### config.mk
export PLATFORM = sky130hd
export DESIGN_NAME = modular_exponentiation_unit
export DESIGN_NICKNAME = d
export VERILOG_FILES = /design/src/mexp_pkg.sv /design/src/modular_exponentiation_unit.sv /design/src/mexp_mulmod.sv
export SDC_FILE = /design/constraint.sdc
export NUM_CORES = 1
export LEC_CHECK = 0
export ABC_AREA = 1
export ABC_CLOCK_PERIOD_IN_PS = 7350
export BUFFER_PORTS_ARGS = -buffer_cell sky130_fd_sc_hd__buf_2
export CORE_ASPECT_RATIO = 1.2
export CORE_MARGIN = 3
export CORE_UTILIZATION = 40
export CTS_CLUSTER_SIZE = 40
export DETAILED_ROUTE_END_ITERATION = 6
export SYNTH_ARGS = -nofsm -noshare
export SYNTH_HDL_FRONTEND = slang
export SYNTH_SLANG_ARGS = --single-unit
### constraint.sdc
create_clock -name i_clk -period 7.35 [get_ports i_clk]
set_input_delay 0.735 -clock i_clk [delete_from_list [all_inputs] [get_ports i_clk]]
set_output_delay 0.735 -clock i_clk [all_outputs]
set_load 0.05 [all_outputs]
### src/mexp_pkg.sv
// shared constants and types of the modular exponentiation unit
`timescale 1ns / 1ps
package mexp_pkg;

    // operand width of base, exponent, modulus and residue
    localparam int OPERAND_BITS = 31;
    // counter width for one pass over the operand bits
    localparam int CNT_W        = $clog2(OPERAND_BITS);
    // stream widths, rounded up to whole bytes
    localparam int IN_TDATA_W   = ((2 * OPERAND_BITS + 7) / 8) * 8;
    localparam int OUT_TDATA_W  = ((OPERAND_BITS + 7) / 8) * 8;

    // modulus after reset: all ones
    localparam logic [OPERAND_BITS-1:0] MOD_RESET = '1;
    localparam logic [CNT_W-1:0]        LAST_BIT  = CNT_W'(OPERAND_BITS - 1);

    // request to the modular multiplier
    typedef struct packed {
        logic                    start;
        logic [OPERAND_BITS-1:0] x;     // multiplicand, already below the modulus
        logic [OPERAND_BITS-1:0] y;     // multiplier, scanned msb first
    } t_mm_req;

    // response from the modular multiplier
    typedef struct packed {
        logic                    done;
        logic [OPERAND_BITS-1:0] result;
    } t_mm_rsp;

endpackage

### src/modular_exponentiation_unit.sv
// top level: square-and-multiply sequencer around a shared modular multiplier
//
//  channel  | direction | handshake                       | payload
//  ---------+-----------+---------------------------------+-------------------------------
//  s_axis   | in        | s_axis_tvalid / s_axis_tready   | base_value, exponent_value
//  m_axis   | out       | m_axis_tvalid / m_axis_tready   | residue
//  cfg      | in        | i_cfg_we                        | modulus
//
// one transaction takes 32 + popcount(exponent) modular multiplications
// (base reduction, 31 squarings, one multiply per set exponent bit).
// the multiplier is bit-serial, one multiplier bit per cycle.
// a zero modulus answers 0 without using the multiplier.
// reset is synchronous, active low, and restores the modulus to all ones.
// the input is taken only while idle; a finished residue waits in the output
// register while the next transaction is accepted.
`timescale 1ns / 1ps
module modular_exponentiation_unit (
    input  logic                              i_clk,
    input  logic                              i_rst_n,
    // configuration
    input  logic                              i_cfg_we,
    input  logic [mexp_pkg::OPERAND_BITS-1:0] i_cfg_wdata,  // modulus
    // input stream
    input  logic                              s_axis_tvalid,
    output logic                              s_axis_tready,
    input  logic [mexp_pkg::IN_TDATA_W-1:0]   s_axis_tdata,  // base_value, exponent_value
    // output stream
    output logic                              m_axis_tvalid,
    input  logic                              m_axis_tready,
    output logic [mexp_pkg::OUT_TDATA_W-1:0]  m_axis_tdata   // residue
);
    import mexp_pkg::*;

    typedef enum logic [4:0] {
        S_IDLE   = 5'b00001,
        S_REDUCE = 5'b00010,
        S_SQUARE = 5'b00100,
        S_MULT   = 5'b01000,
        S_HOLD   = 5'b10000
    } t_state;

    t_state                  r_state, n_state;
    logic [OPERAND_BITS-1:0] r_mod;
    logic [OPERAND_BITS-1:0] r_base, n_base;
    logic [OPERAND_BITS-1:0] r_exp, n_exp;
    logic [OPERAND_BITS-1:0] r_acc, n_acc;
    logic [CNT_W-1:0]        r_bit, n_bit;
    t_mm_req                 r_req, n_req;
    logic                    r_out_valid, n_out_valid;
    logic [OPERAND_BITS-1:0] r_out_data, n_out_data;

    t_mm_rsp                 w_rsp;
    logic                    w_in_acc;
    logic                    w_out_acc;
    logic [OPERAND_BITS-1:0] w_one;

    // shared modular multiplier
    mexp_mulmod u_mulmod (
        .i_clk   (i_clk),
        .i_rst_n (i_rst_n),
        .i_mod   (r_mod),
        .i_req   (r_req),
        .o_rsp   (w_rsp)
    );

    assign s_axis_tready = (r_state == S_IDLE);
    assign w_in_acc      = s_axis_tvalid && s_axis_tready;
    assign w_out_acc     = r_out_valid && m_axis_tready;
    // 1 mod m
    assign w_one         = (r_mod == OPERAND_BITS'(1)) ? '0 : OPERAND_BITS'(1);

    // sequencer
    always_comb begin
        n_state     = r_state;
        n_base      = r_base;
        n_exp       = r_exp;
        n_acc       = r_acc;
        n_bit       = r_bit;
        n_req       = r_req;
        n_req.start = 1'b0;
        n_out_valid = w_out_acc ? 1'b0 : r_out_valid;
        n_out_data  = r_out_data;
        case (r_state)
            S_IDLE: begin
                if (w_in_acc) begin
                    n_exp = s_axis_tdata[2*OPERAND_BITS-1:OPERAND_BITS];
                    n_bit = LAST_BIT;
                    if (r_mod == '0) begin
                        n_acc   = '0;
                        n_state = S_HOLD;
                    end else begin
                        // reduce the base as (1 mod m) * base
                        n_acc       = w_one;
                        n_req.start = 1'b1;
                        n_req.x     = w_one;
                        n_req.y     = s_axis_tdata[OPERAND_BITS-1:0];
                        n_state     = S_REDUCE;
                    end
                end
            end
            S_REDUCE: begin
                if (w_rsp.done) begin
                    n_base      = w_rsp.result;
                    n_req.start = 1'b1;
                    n_req.x     = r_acc;
                    n_req.y     = r_acc;
                    n_state     = S_SQUARE;
                end
            end
            S_SQUARE, S_MULT: begin
                if (w_rsp.done) begin
                    n_acc = w_rsp.result;
                    if (r_state == S_SQUARE && r_exp[OPERAND_BITS-1]) begin
                        // set exponent bit: multiply by the reduced base
                        n_req.start = 1'b1;
                        n_req.x     = r_base;
                        n_req.y     = w_rsp.result;
                        n_state     = S_MULT;
                    end else if (r_bit == '0) begin
                        n_state = S_HOLD;
                    end else begin
                        // next exponent bit
                        n_bit       = r_bit - 1'b1;
                        n_exp       = {r_exp[OPERAND_BITS-2:0], 1'b0};
                        n_req.start = 1'b1;
                        n_req.x     = w_rsp.result;
                        n_req.y     = w_rsp.result;
                        n_state     = S_SQUARE;
                    end
                end
            end
            S_HOLD: begin
                if (!r_out_valid || m_axis_tready) begin
                    n_out_valid = 1'b1;
                    n_out_data  = r_acc;
                    n_state     = S_IDLE;
                end
            end
            default: begin
                n_state = S_IDLE;
            end
        endcase
    end

    always_ff @(posedge i_clk) begin
        if (!i_rst_n) begin
            r_state     <= S_IDLE;
            r_mod       <= MOD_RESET;
            r_req.start <= 1'b0;
            r_out_valid <= 1'b0;
        end else begin
            r_state     <= n_state;
            if (i_cfg_we) begin
                r_mod <= i_cfg_wdata;
            end
            r_req.start <= n_req.start;
            r_out_valid <= n_out_valid;
        end
        r_req.x    <= n_req.x;
        r_req.y    <= n_req.y;
        r_base     <= n_base;
        r_exp      <= n_exp;
        r_acc      <= n_acc;
        r_bit      <= n_bit;
        r_out_data <= n_out_data;
    end

    assign m_axis_tvalid = r_out_valid;
    assign m_axis_tdata  = {{(OUT_TDATA_W - OPERAND_BITS){1'b0}}, r_out_data};

`ifndef SYNTH
    // a parked result moves into a free output register in the next cycle
    a_hold_to_out: assert property (@(posedge i_clk) disable iff (!i_rst_n)
        (r_state == S_HOLD && !r_out_valid) |=> (r_state == S_IDLE && r_out_valid))
        else $error("result not delivered from hold");

    // the multiplier only reports done while a product is awaited
    a_done_expected: assert property (@(posedge i_clk) disable iff (!i_rst_n)
        w_rsp.done |-> (r_state == S_REDUCE || r_state == S_SQUARE || r_state == S_MULT))
        else $error("unexpected multiplier done");
`endif

endmodule

### src/mexp_mulmod.sv
// bit-serial interleaved modular multiplier, one multiplier bit per cycle
`timescale 1ns / 1ps
module mexp_mulmod (
    input  logic             i_clk,
    input  logic             i_rst_n,
    input  logic [mexp_pkg::OPERAND_BITS-1:0] i_mod,
    input  mexp_pkg::t_mm_req i_req,
    output mexp_pkg::t_mm_rsp o_rsp
);
    import mexp_pkg::*;

    localparam int TW = OPERAND_BITS + 2;

    logic                    r_busy, n_busy;
    logic                    r_done, n_done;
    logic [CNT_W-1:0]        r_cnt, n_cnt;
    logic [OPERAND_BITS-1:0] r_x, n_x;
    logic [OPERAND_BITS-1:0] r_y, n_y;
    logic [OPERAND_BITS-1:0] r_r, n_r;

    logic [TW-1:0]           w_t;
    logic [TW-1:0]           w_m1;
    logic [TW-1:0]           w_m2;
    logic [OPERAND_BITS-1:0] w_step;

    // one step: r = (2r + ybit*x) mod m, the sum stays below 3m
    always_comb begin
        w_m1 = {2'b00, i_mod};
        w_m2 = {1'b0, i_mod, 1'b0};
        w_t  = {1'b0, r_r, 1'b0} + {2'b00, (r_y[OPERAND_BITS-1] ? r_x : '0)};
        if (w_t >= w_m2) begin
            w_step = OPERAND_BITS'(w_t - w_m2);
        end else if (w_t >= w_m1) begin
            w_step = OPERAND_BITS'(w_t - w_m1);
        end else begin
            w_step = OPERAND_BITS'(w_t);
        end
    end

    // sequencing of the steps
    always_comb begin
        n_busy = r_busy;
        n_done = 1'b0;
        n_cnt  = r_cnt;
        n_x    = r_x;
        n_y    = r_y;
        n_r    = r_r;
        if (i_req.start) begin
            n_busy = 1'b1;
            n_cnt  = LAST_BIT;
            n_x    = i_req.x;
            n_y    = i_req.y;
            n_r    = '0;
        end else if (r_busy) begin
            n_r = w_step;
            n_y = {r_y[OPERAND_BITS-2:0], 1'b0};
            if (r_cnt == '0) begin
                n_busy = 1'b0;
                n_done = 1'b1;
            end else begin
                n_cnt = r_cnt - 1'b1;
            end
        end
    end

    always_ff @(posedge i_clk) begin
        if (!i_rst_n) begin
            r_busy <= 1'b0;
            r_done <= 1'b0;
        end else begin
            r_busy <= n_busy;
            r_done <= n_done;
        end
        r_cnt <= n_cnt;
        r_x   <= n_x;
        r_y   <= n_y;
        r_r   <= n_r;
    end

    assign o_rsp.done   = r_done;
    assign o_rsp.result = r_r;

`ifndef SYNTH
    // a new product is never requested while one is running
    a_no_start_busy: assert property (@(posedge i_clk) disable iff (!i_rst_n)
        i_req.start |-> !r_busy)
        else $error("mulmod started while busy");

    // the last step ends the run with a done pulse
    a_last_step_done: assert property (@(posedge i_clk) disable iff (!i_rst_n)
        (r_busy && !i_req.start && r_cnt == '0) |=> (r_done && !r_busy))
        else $error("mulmod did not finish after last step");
`endif

endmodule
== Yosys cells after proc, flatten, opt, wreduce, memory -nomap -nowiden ==
Index checks and enable logic that the tools add are counted.
W data, S select, Z words.

* Register bits: 329
* Bits of input ports: 100
* Output and inout port bits: 34
* Word-level logic and storage cells: 103

* Add/sub/neg operators: 5
* Order comparisons: 2
* Eq/ne operators: 14
* Muxes and demuxes: 42
* Bitwise logic cells: 3
* Reduce and logical (&&, ||, !) cells: 20

{| class="wikitable"
|+ Operators with widths
! kind !! number
|-
| $mux W63 || 6
|-
| $mux W31 || 11
|-
| $pmux W63 S3 || 1
|-
| $pmux W31 S2 || 2
|-
| $sub A31 B31 Y31 || 2
|-
| $mux W5 || 11
|-
| $add A32 B31 Y33 || 1
|-
| $ge A33 B31 Y1 || 1
|-
| $ge A33 B32 Y1 || 1
|-
| $eq A31 B1 Y1 const B || 1
|-
| $logic_not A31 Y1 || 1
|-
| $pmux W5 S4 || 1
|-
| $logic_not A5 Y1 || 2
|-
| $pmux W5 S2 || 1
|-
| $sub A5 B1 Y5 const B || 2
|-
| $mux W1 || 9
|-
| $ne A2 B2 Y1 const B || 4
|-
| $ne A2 B1 Y1 const B || 3
|-
| $reduce_and A2 Y1 || 3
|-
| $reduce_and A6 Y1 || 1
|-
| $eq A5 B1 Y1 const B || 1
|-
| $eq A5 B2 Y1 const B || 1
|-
| $eq A5 B3 Y1 const B || 1
|-
| $eq A5 B4 Y1 const B || 1
|-
| other kinds (13) || 18
|}

== Depth between registers and ports, before layout ==
Gate-level depths: netlist of the first run.

* Depth in word-level cells: 5
* Depth in mapped cells: 35
* Depth with buffers taken out: 33

== Hierarchy ==
A second synthesis of the first run with hierarchy kept.

* Cells, all modules: 2475
* Area total of the unflattened synthesis: 19892.8 µm²

{| class="wikitable"
|+ By module, submodules not included
! module !! times used !! cells each !! area each (µm²) !! seq. area each (µm²)
|-
| mexp_mulmod || 1 || 1640 || 10512.6 || 2622.5
|-
| modular_exponentiation_unit || 1 || 835 || 9380.2 || 6496.2
|}

== Worst setup path before layout of the first run ==
No wires, ideal clock.

* Path kind: register -> register
* From: register r_state[2]
* To: register r_bit[0], enable pin
* Library setup time: 395 ps
* Arrival: 4415 ps
* Path slack: 2539 ps
* Cell stages (with the launch flop): 9
* Cells stage by stage: dfxtp_1 -> nor2_1 -> nand2_1 -> nor3_1 -> inv_1 -> nand2_1 -> nand2_1 -> nor2_1 -> o21a_1

* Longest elaborated chain between the ends: 4
* Elaborated cells between the ends (all ways): 12
* Classes of those cells: eq/ne (7); reduce/logical (5)

{| class="wikitable"
|+ Ends and longest elaborated chain
! item !! RTL line !! RTL
|-
| start: declaration || modular_exponentiation_unit.sv:42 || <nowiki>t_state r_state, n_state;</nowiki>
|-
| start signal: assignment || modular_exponentiation_unit.sv:152 || <nowiki>r_state <= n_state;</nowiki>
|-
| $eq A5 B1 Y1 (*) || modular_exponentiation_unit.sv:66 || <nowiki>assign s_axis_tready = (r_state == S_IDLE);</nowiki>
|-
| via s_axis_tready || modular_exponentiation_unit.sv:25 || <nowiki>output logic s_axis_tready,</nowiki>
|-
| $logic_and A1 B1 Y1 || modular_exponentiation_unit.sv:67 || <nowiki>assign w_in_acc = s_axis_tvalid && s_axis_tready;</nowiki>
|-
| $ne A2 B1 Y1 (no line) || - ||
|-
| $reduce_and A5 Y1 (no line) (*) || - ||
|-
| end signal: assignment || modular_exponentiation_unit.sv:164 || <nowiki>r_bit <= n_bit;</nowiki>
|-
| end: declaration || modular_exponentiation_unit.sv:47 || <nowiki>logic [CNT_W-1:0] r_bit, n_bit;</nowiki>
|}

Mark *: on every way through the listed nets, which the timed path passes. The rest lies on a longest branch.
A chain may end at the register's enable or synchronous reset.

== Worst setup path in the final report of the first run ==
* From: register u_mulmod.r_y[30]
* To: register u_mulmod.r_r[24]

* Longest elaborated chain between the ends: 5
* Elaborated cells between the ends (all ways): 8
* Classes of those cells: add/sub (3); order compare (2); mux (3)

{| class="wikitable"
|+ Ends and longest elaborated chain
! item !! RTL line !! RTL
|-
| start: declaration || mexp_mulmod.sv:18 || <nowiki>logic [OPERAND_BITS-1:0] r_y, n_y;</nowiki>
|-
| start signal: assignment || mexp_mulmod.sv:76 || <nowiki>r_y <= n_y;</nowiki>
|-
| $mux W31 (*) || mexp_mulmod.sv:30 || <nowiki>w_t = {1'b0, r_r, 1'b0} + {2'b00, (r_y[OPERAND_BITS-1] ? r_x : '0)};</nowiki>
|-
| $add A32 B31 Y33 (*) || mexp_mulmod.sv:30 ||
|-
| $sub A31 B31 Y31 / $ge A33 B31 Y1 (equally long branches) || mexp_mulmod.sv:34, mexp_mulmod.sv:33 ||
|-
| $mux W31 || mexp_mulmod.sv:33 || <nowiki>end else if (w_t >= w_m1) begin</nowiki>
|-
| $mux W31 (*) || mexp_mulmod.sv:31 || <nowiki>if (w_t >= w_m2) begin</nowiki>
|-
| end signal: assignment || mexp_mulmod.sv:77 || <nowiki>r_r <= n_r;</nowiki>
|-
| end: declaration || mexp_mulmod.sv:19 || <nowiki>logic [OPERAND_BITS-1:0] r_r, n_r;</nowiki>
|}

Every way passes the cells marked *; elsewhere a longest branch is shown, timed or not.

==> summary.md, run 1 <==
| Metric | Value |
|---|---|
| Clk Latency, worst-skew pair | 0.55 ns |
| Req. time, crit path | 7.79 ns |
| Synth Area in XOR/XNOR | 3.27% |
| Async SR Flop Fraction | 0% |
| DR iter-0 viols | 1052 |
| Outcome | complete, no violations |
| Post-route ant nets | 0 |
| Synth top area cells | edfxtp_1 (39%), nand2_1 (14%), dfxtp_1 (7.9%) |
| Layout cell share with drive strength beyond 1 | 9.43% |
| Post-Route WL | 56.4 mm |
| Fill count | 4756 |
| Worst Path Max Fanout | 30 |
| DRC errors left | 0 |
| Seq cells post-synth | around 330 |
| Antenna Diode Count | 0 |
| Most common cell in the netlist | nand2_1 |
| Warnings, synthesis | 0 |
| Die Ht | approximately 250 um |
| Post-synth EDFFs | 253 |
| Commonest cells in the netlist | nand2_1 (695), inv_1 (314), edfxtp_1 (253), nor2_1 (183), a21oi_1 (178) |
| Grt ovf | 0 |
| Class of the worst hold path | primary input to register |
| Worst setup EP type | register |
| Compound-Gate Fraction of Synth Area | 12.0% |
| HPWL after DPL | between 40 and 50 mm |
| Global-route wire length before repair | 86.9 mm |
| Power Total | approximately 10 mW |
| Cells after synthesis | around 2400 |
| Initial antenna violation count | 0 |
| Area taken by multi-input logic gates | 0.00868 mm2 |
| Largest register by flop count | r_req |
| PortBufs | 130 |
| Max FFs per register | 63 |
| Sequential cell area | 0.00912 mm2 |
| Period utilization | 77.7% |
| Top Layer Used | met4 |
| Least-Margin Pin Slew | 1.19 ns |
| CP delay by family, top | simple AND/OR/NAND/NOR gates |
| WL met3 | between 2 and 3 mm |
| Met2 wire len | 27.1 mm |
| Per-cell routed wire length | 18.0 um |
| Data arrival time of the critical path | 6.15 ns |
| Fin nets | around 2700 |
| Post-CTS Setup Bufs | 0 |
| CP Class | register to register |
| Post-Syn Area | 0.0193 mm2 |
| Crit path launch type | register |
| Via count | 16140 |
| Area growth, synth to finish | 12.4% |
| CTS Hold Bufs | 0 |
| Critical Path Most Common Cell | nand2_1 |
| RSZ-0062 raised after global routing | false |
| Die width | 206 um |
| Number of global-route vias before repair | 15959 |
| Max Buffers Root-to-Sink | 3 |
| Critical path buffers and inverters | 3 |
| FMAX | 175 MHz |
| Setup violations, final | 0 |
| Largest net degree at the start of global routing | 67 |
| Yosys cell types | 56 |
| DRT Pass-1 Iters | 5 |
| I/O Pins | 134 |
| Max Cap Viol | 0 |
| Cts repair resizes | 0 |
| Initial core utilization | 40.7% |
| Syn nets | 2562 |
| Adder-cell area share of the yosys netlist | 6.41% |
| CTS Buf Count | 35 |
| Post-synthesis mux area share | 0% |
| Area leader, netlist | edfxtp_1 |
| PwrDens | 477 mW/mm2 |
| Crit-path slowest cell | edfxtp_1 |
| Post-synth top flop | edfxtp_1 |
| H-Tree Depth | 2 |
| Slowest stage delay, CP | between 0.9 and 1 ns |
| DIE AREA | approximately 0.051 mm2 |
| Via density | 5.16 |
| Clk_skew | 0.0227 ns |
| Placer Congestion | roughly 0.95 |
| CTS Root Cell | clkbuf_16 |
| Tmin final | ~5.7 ns |
| Largest family of logic cells by synthesized area | simple AND/OR/NAND/NOR gates |
| Sequential area share after synthesis | 47.3% |
| CTS tree | built |
| WHS | 0.403 ns |
| Core Area | 0.0474 mm2 |
| Leak Pwr | approximately 10 nW |
| TritonCTS sink count | 329 |
| Num rows | 87 |
| Yosys top cell area share | 39.4% |
| Normalized max-slew margin | 20.6% |
| Final slew viol count | 0 |
| Syn_area_per_cell | between 8 and 9 um2 |
| Final hold violation count | 0 |
| Peak supply drop | 0.233 mV |
| WL met1 | between 20 and 25 mm |
| GRT Overall Usage | 22.0% |
| Clock transition at the registers of the reported paths | 0.06 ns |
| Setup TNS Final | 0 ns |
| Synth Area in Simple Gates | 23.1% |
==> placed cells by master, fill, tap and decap left out, types with 11 or more instances in the layout <==
master	instances
nand4_1	15
o21bai_1	18
xnor2_1	15
a21oi_1	178
o22ai_1	15
nor4_1	11
edfxtp_1	253
clkbuf_16	35
buf_2	130
ha_1	94
o21ai_0	78
o211ai_1	12
a22oi_1	17
nor3_1	23
dfxtp_1	75
nand3_1	127
nor2_1	178
xor2_1	57
nand2_1	694
o221ai_1	22
inv_1	314
buf_4	17
==> layout make-up <==
type | count | share of cell area, %
Sequential cell | 329 | 42.1
Multi-Input combinational cell | 1646 | 40.0
Inverter | 319 | 5.52
Clock buffer | 40 | 4.13
Tap cell | 623 | 3.59
Timing Repair Buffer | 147 | 3.59
Clock inverter | 22 | 1.09
==> logic make-up (layout without fill, tap and decap cells) <==
kind of cell,after synthesis,count (layout)
fa+ha+maj,97,97
flops,329,329
simple gates,1085,1085
xor+xnor,72,72
buf+inv,390,528
compound gates,391,391
other cells,1,1
==> worst reg2reg max path: cells and delay by family, from the launching register on <==
family,cells,cell delay (ns)
AND/OR/NAND/NOR,21,3.20
adder cells (fa/ha/maj),3,0.66
buffers and inverters,3,0.18
XOR/XNOR,1,0.46
flip-flops,1,0.91
AO/OA/AOI/OAI,1,0.20
==> report_power, final <==
part	internal, mW	switching, mW
clock network	1.02	0.746
registers	2.77	0.272
logic	1.65	3.87
==> through the flow <==
stage | area (um2) | worst slack [ns] | utilization [%] | std cells
floorplan | 19300 | 2.54 | - | 2365
global placement | 20600 | 1.76 | 43.4 | 3064
detailed placement | 20600 | 1.69 | 43.4 | 3064
CTS | 21700 | 1.66 | 45.8 | 3126
global route | 21700 | 1.30 | 45.8 | 3126
finish | 21700 | 1.64 | 45.8 | 3126
==> worst paths after layout <==
kind                            cells past startpoint          endpoint             start  slack (ns)
worst max register to register                     29  u_mulmod.r_r[24]  u_mulmod.r_y[30]        1.64
worst max-delay path                               29  u_mulmod.r_r[24]  u_mulmod.r_y[30]        1.64
worst min-delay path                                3         r_mod[15]   i_cfg_wdata[15]        0.40
worst min register to register                      0  u_mulmod.r_x[23]         r_req[54]        0.41
==> per-layer routing <==
layer  up-vias  global-route usage [%]
met1      7557                    28.6
li1       8100                       -
met2       400                    37.7
met5         -                       0
met4         0                    7.45
met3        83                    2.78
No activity file was read; power rests on OpenSTA's default activity.
==> run 2, diff against run 1 <==
- ABC_CLOCK_PERIOD_IN_PS: 7350 -> 4600
- clock period: 7.35 -> 4.6 ns (I/O delays scaled with it)
==> summary.md, run 2 (synthesized netlist as in run 1, its figures left out) <==
| Metric | Value |
|---|---|
| Outcome | complete, no violations |
| Final slew viol count | 0 |
| R2R cell count | 31 |
| Data arrival time of the critical path | 5.02 ns |
| Area growth, synth to finish | 26.9% |
| Layout cell share with drive strength beyond 1 | 23.3% |
| TritonCTS sink count | between 300 and 400 |
| Largest net degree at the start of global routing | 67 |
| CP Class | register to register |
| Initial antenna violation count | 0 |
| Crit path launch type | register |
| Largest register by flop count | r_req |
| Placer Congestion | about 0.95 |
| HP Start | i_cfg_wdata[12] |
| Worst Path Max Fanout | 6 |
| Die Ht | about 250 um |
| Class of the worst hold path | primary input to register |
| Num rows | 87 |
| Worst hold stages | 3 |
| Most common cell after layout, fill and taps aside | nand2_1 |
| PortBufs | 130 |
| HPWL after DPL | about 46 mm |
| H-Tree Depth | 2 |
| Initial core utilization | 40.7% |
| Crit-path slowest cell | edfxtp_1 |
| Setup violations, final | 0 |
| CTS Buf Count | 35 |
| Via density | approximately 5.1 |
| Tmin final | about 4.5 ns |
| Max Buffers Root-to-Sink | 3 |
| Reg2reg end | u_mulmod.r_r[0] |
| DIE AREA | roughly 0.051 mm2 |
| Final hold violation count | 0 |
| Final worst slack | approximately 0.07 ns |
| Peak supply drop | 0.426 mV |
| Post-Route WL | roughly 61 mm |
| Per-cell routed wire length | 18.4 um |
| Clock transition at the registers of the reported paths | 0.06 ns |
| Global-route wire length before repair | 91.6 mm |
| PwrDens | just over 800 mW/mm2 |
| Worst setup EP type | register |
| Hold EP | r_mod[12] |
| Fill count | 4475 |
| Clk_skew | 0.0279 ns |
| Grt ovf | 0 |
| Power Total | between 15 and 20 mW |
| Req. time, crit path | ~5.1 ns |
| FMAX | around 220 MHz |
| Normalized max-slew margin | 28.4% |
| Least-Margin Pin Slew | 1.07 ns |
| DRT Pass-1 Iters | 5 |
| Max Cap Viol | 0 |
| Post-route ant nets | 0 |
| R2r startpoint | u_mulmod.r_y[30] |
| Most frequent cells in the layout | nand2_1 (634), inv_1 (309), edfxtp_1 (253) |
| Number of global-route vias before repair | 16892 |
| RSZ-0062 raised after global routing | true |
| Clk Latency, worst-skew pair | 0.56 ns |
| Worst reg-to-reg setup slack | 0.07 ns |
| Period utilization | 98.5% |
| DRC errors left | 0 |
| Fin nets | 2871 |
| Slowest stage delay, CP | ~0.37 ns |
| GRT Overall Usage | 23.4% |
| Antenna Diode Count | 0 |
| Pre-CTS setup slack | -0.0446 ns |
| Max FFs per register | 63 |
| CTS Hold Bufs | 0 |
| DR iter-0 viols | 1000 |
| Via count | 16985 |
| I/O Pins | around 130 |
| Die width | 206 um |
| Core Area | 0.0474 mm2 |
| CTS tree | built |
| CTS Root Cell | clkbuf_16 |
| Leak Pwr | roughly 11 nW |
run 2: changes by cell type in the layout (fill, tap and decap cells not counted), moves of 21 or more:
cell,delta
a21oi_1,-24
nand3_1,-23
nand3_2,+21
buf_4,+169
nor2_1,-27
nand2_2,+48
nand2_1,-60
ha_4,+35
ha_1,-40
a21oi_2,+22
nor2_2,+21
run 2: what timing repair did:
| item | CTS | global route |
|---|---|---|
| endpoints found under the setup margin | 30 | 31 |
| pin swaps | 13 | 62 |
| setup buffers | 7 | 19 |
| endpoints found under the hold margin | 0 | 0 |
| resized for setup | 25 | 241 |
| cloned | 4 | 5 |
run 2: worst max path at each step:
stage / startpoint / end / slack [ns] / depth (start not counted)
final: u_mulmod.r_y[30] / u_mulmod.r_r[0] / 0.07 / 31
after global routing: u_mulmod.r_y[30] / u_mulmod.r_r[23] / -0.06 / 32
after CTS: u_mulmod.r_y[30] / u_mulmod.r_r[15] / 0.001 / 31
after detailed placement: u_mulmod.r_y[30] / u_mulmod.r_r[15] / -0.04 / 28
after global placement: u_mulmod.r_y[30] / u_mulmod.r_r[21] / 0.01 / 30
after floorplan: r_state[2] / r_bit[0] / 0.32 / 8
run 2: cell type report:
type	instances	area (um2)	area share (%)
Inverter	319	1200	4.90
Tap cell	623	779	3.18
Clock inverter	10	95.1	0.388
Sequential cell	329	9120	37.3
Multi-Input combinational cell	1649	9910	40.5
Clock buffer	50	963	3.93
Timing Repair Buffer	340	2420	9.87
run 2: critical path: cells and delay by family (launching register included):
kind	cells	cell delay, ns
and+or+nand+nor	18	1.90
buffers and inverters	8	1.07
adders and majority gates	3	0.78
DFF	1	0.37
xor gates and xnor gates	1	0.19
AOI/OAI and AO/OA	1	0.12
run 2: metrics by stage:
stage	setup TNS (ns)	instance area, um2	hold WS (ns)	std cells	util, %
6_report	0	24500	0.121	3320	51.7
5_1_grt	-1.11	24500	0.104	3320	51.7
4_1_cts	0	23100	0.0963	3298	48.8
3_5_place_dp	-0.582	21800	0.406	3227	46.1
3_3_place_gp	0	21800	0.403	3227	46.1
2_1_floorplan	0	19300	0.400	2365	-
run 2: where the power goes:
group	internal, mW	switching, mW	total, mW
clock	1.52	1.14	2.66
sequential	4.43	0.427	4.85
combinational	4.90	7.51	12.4
total	10.8	9.08	19.9
run 2: metal layers:
layer | wire length, um | track usage [%] | vias to the layer above
li1 | - | - | 8473
met1 | 25700 | 30.0 | 7998
met2 | 30000 | 40.3 | 416
met3 | 2840 | 2.63 | 98
met4 | 2490 | 8.95 | 0
met5 | 0 | 0 | -
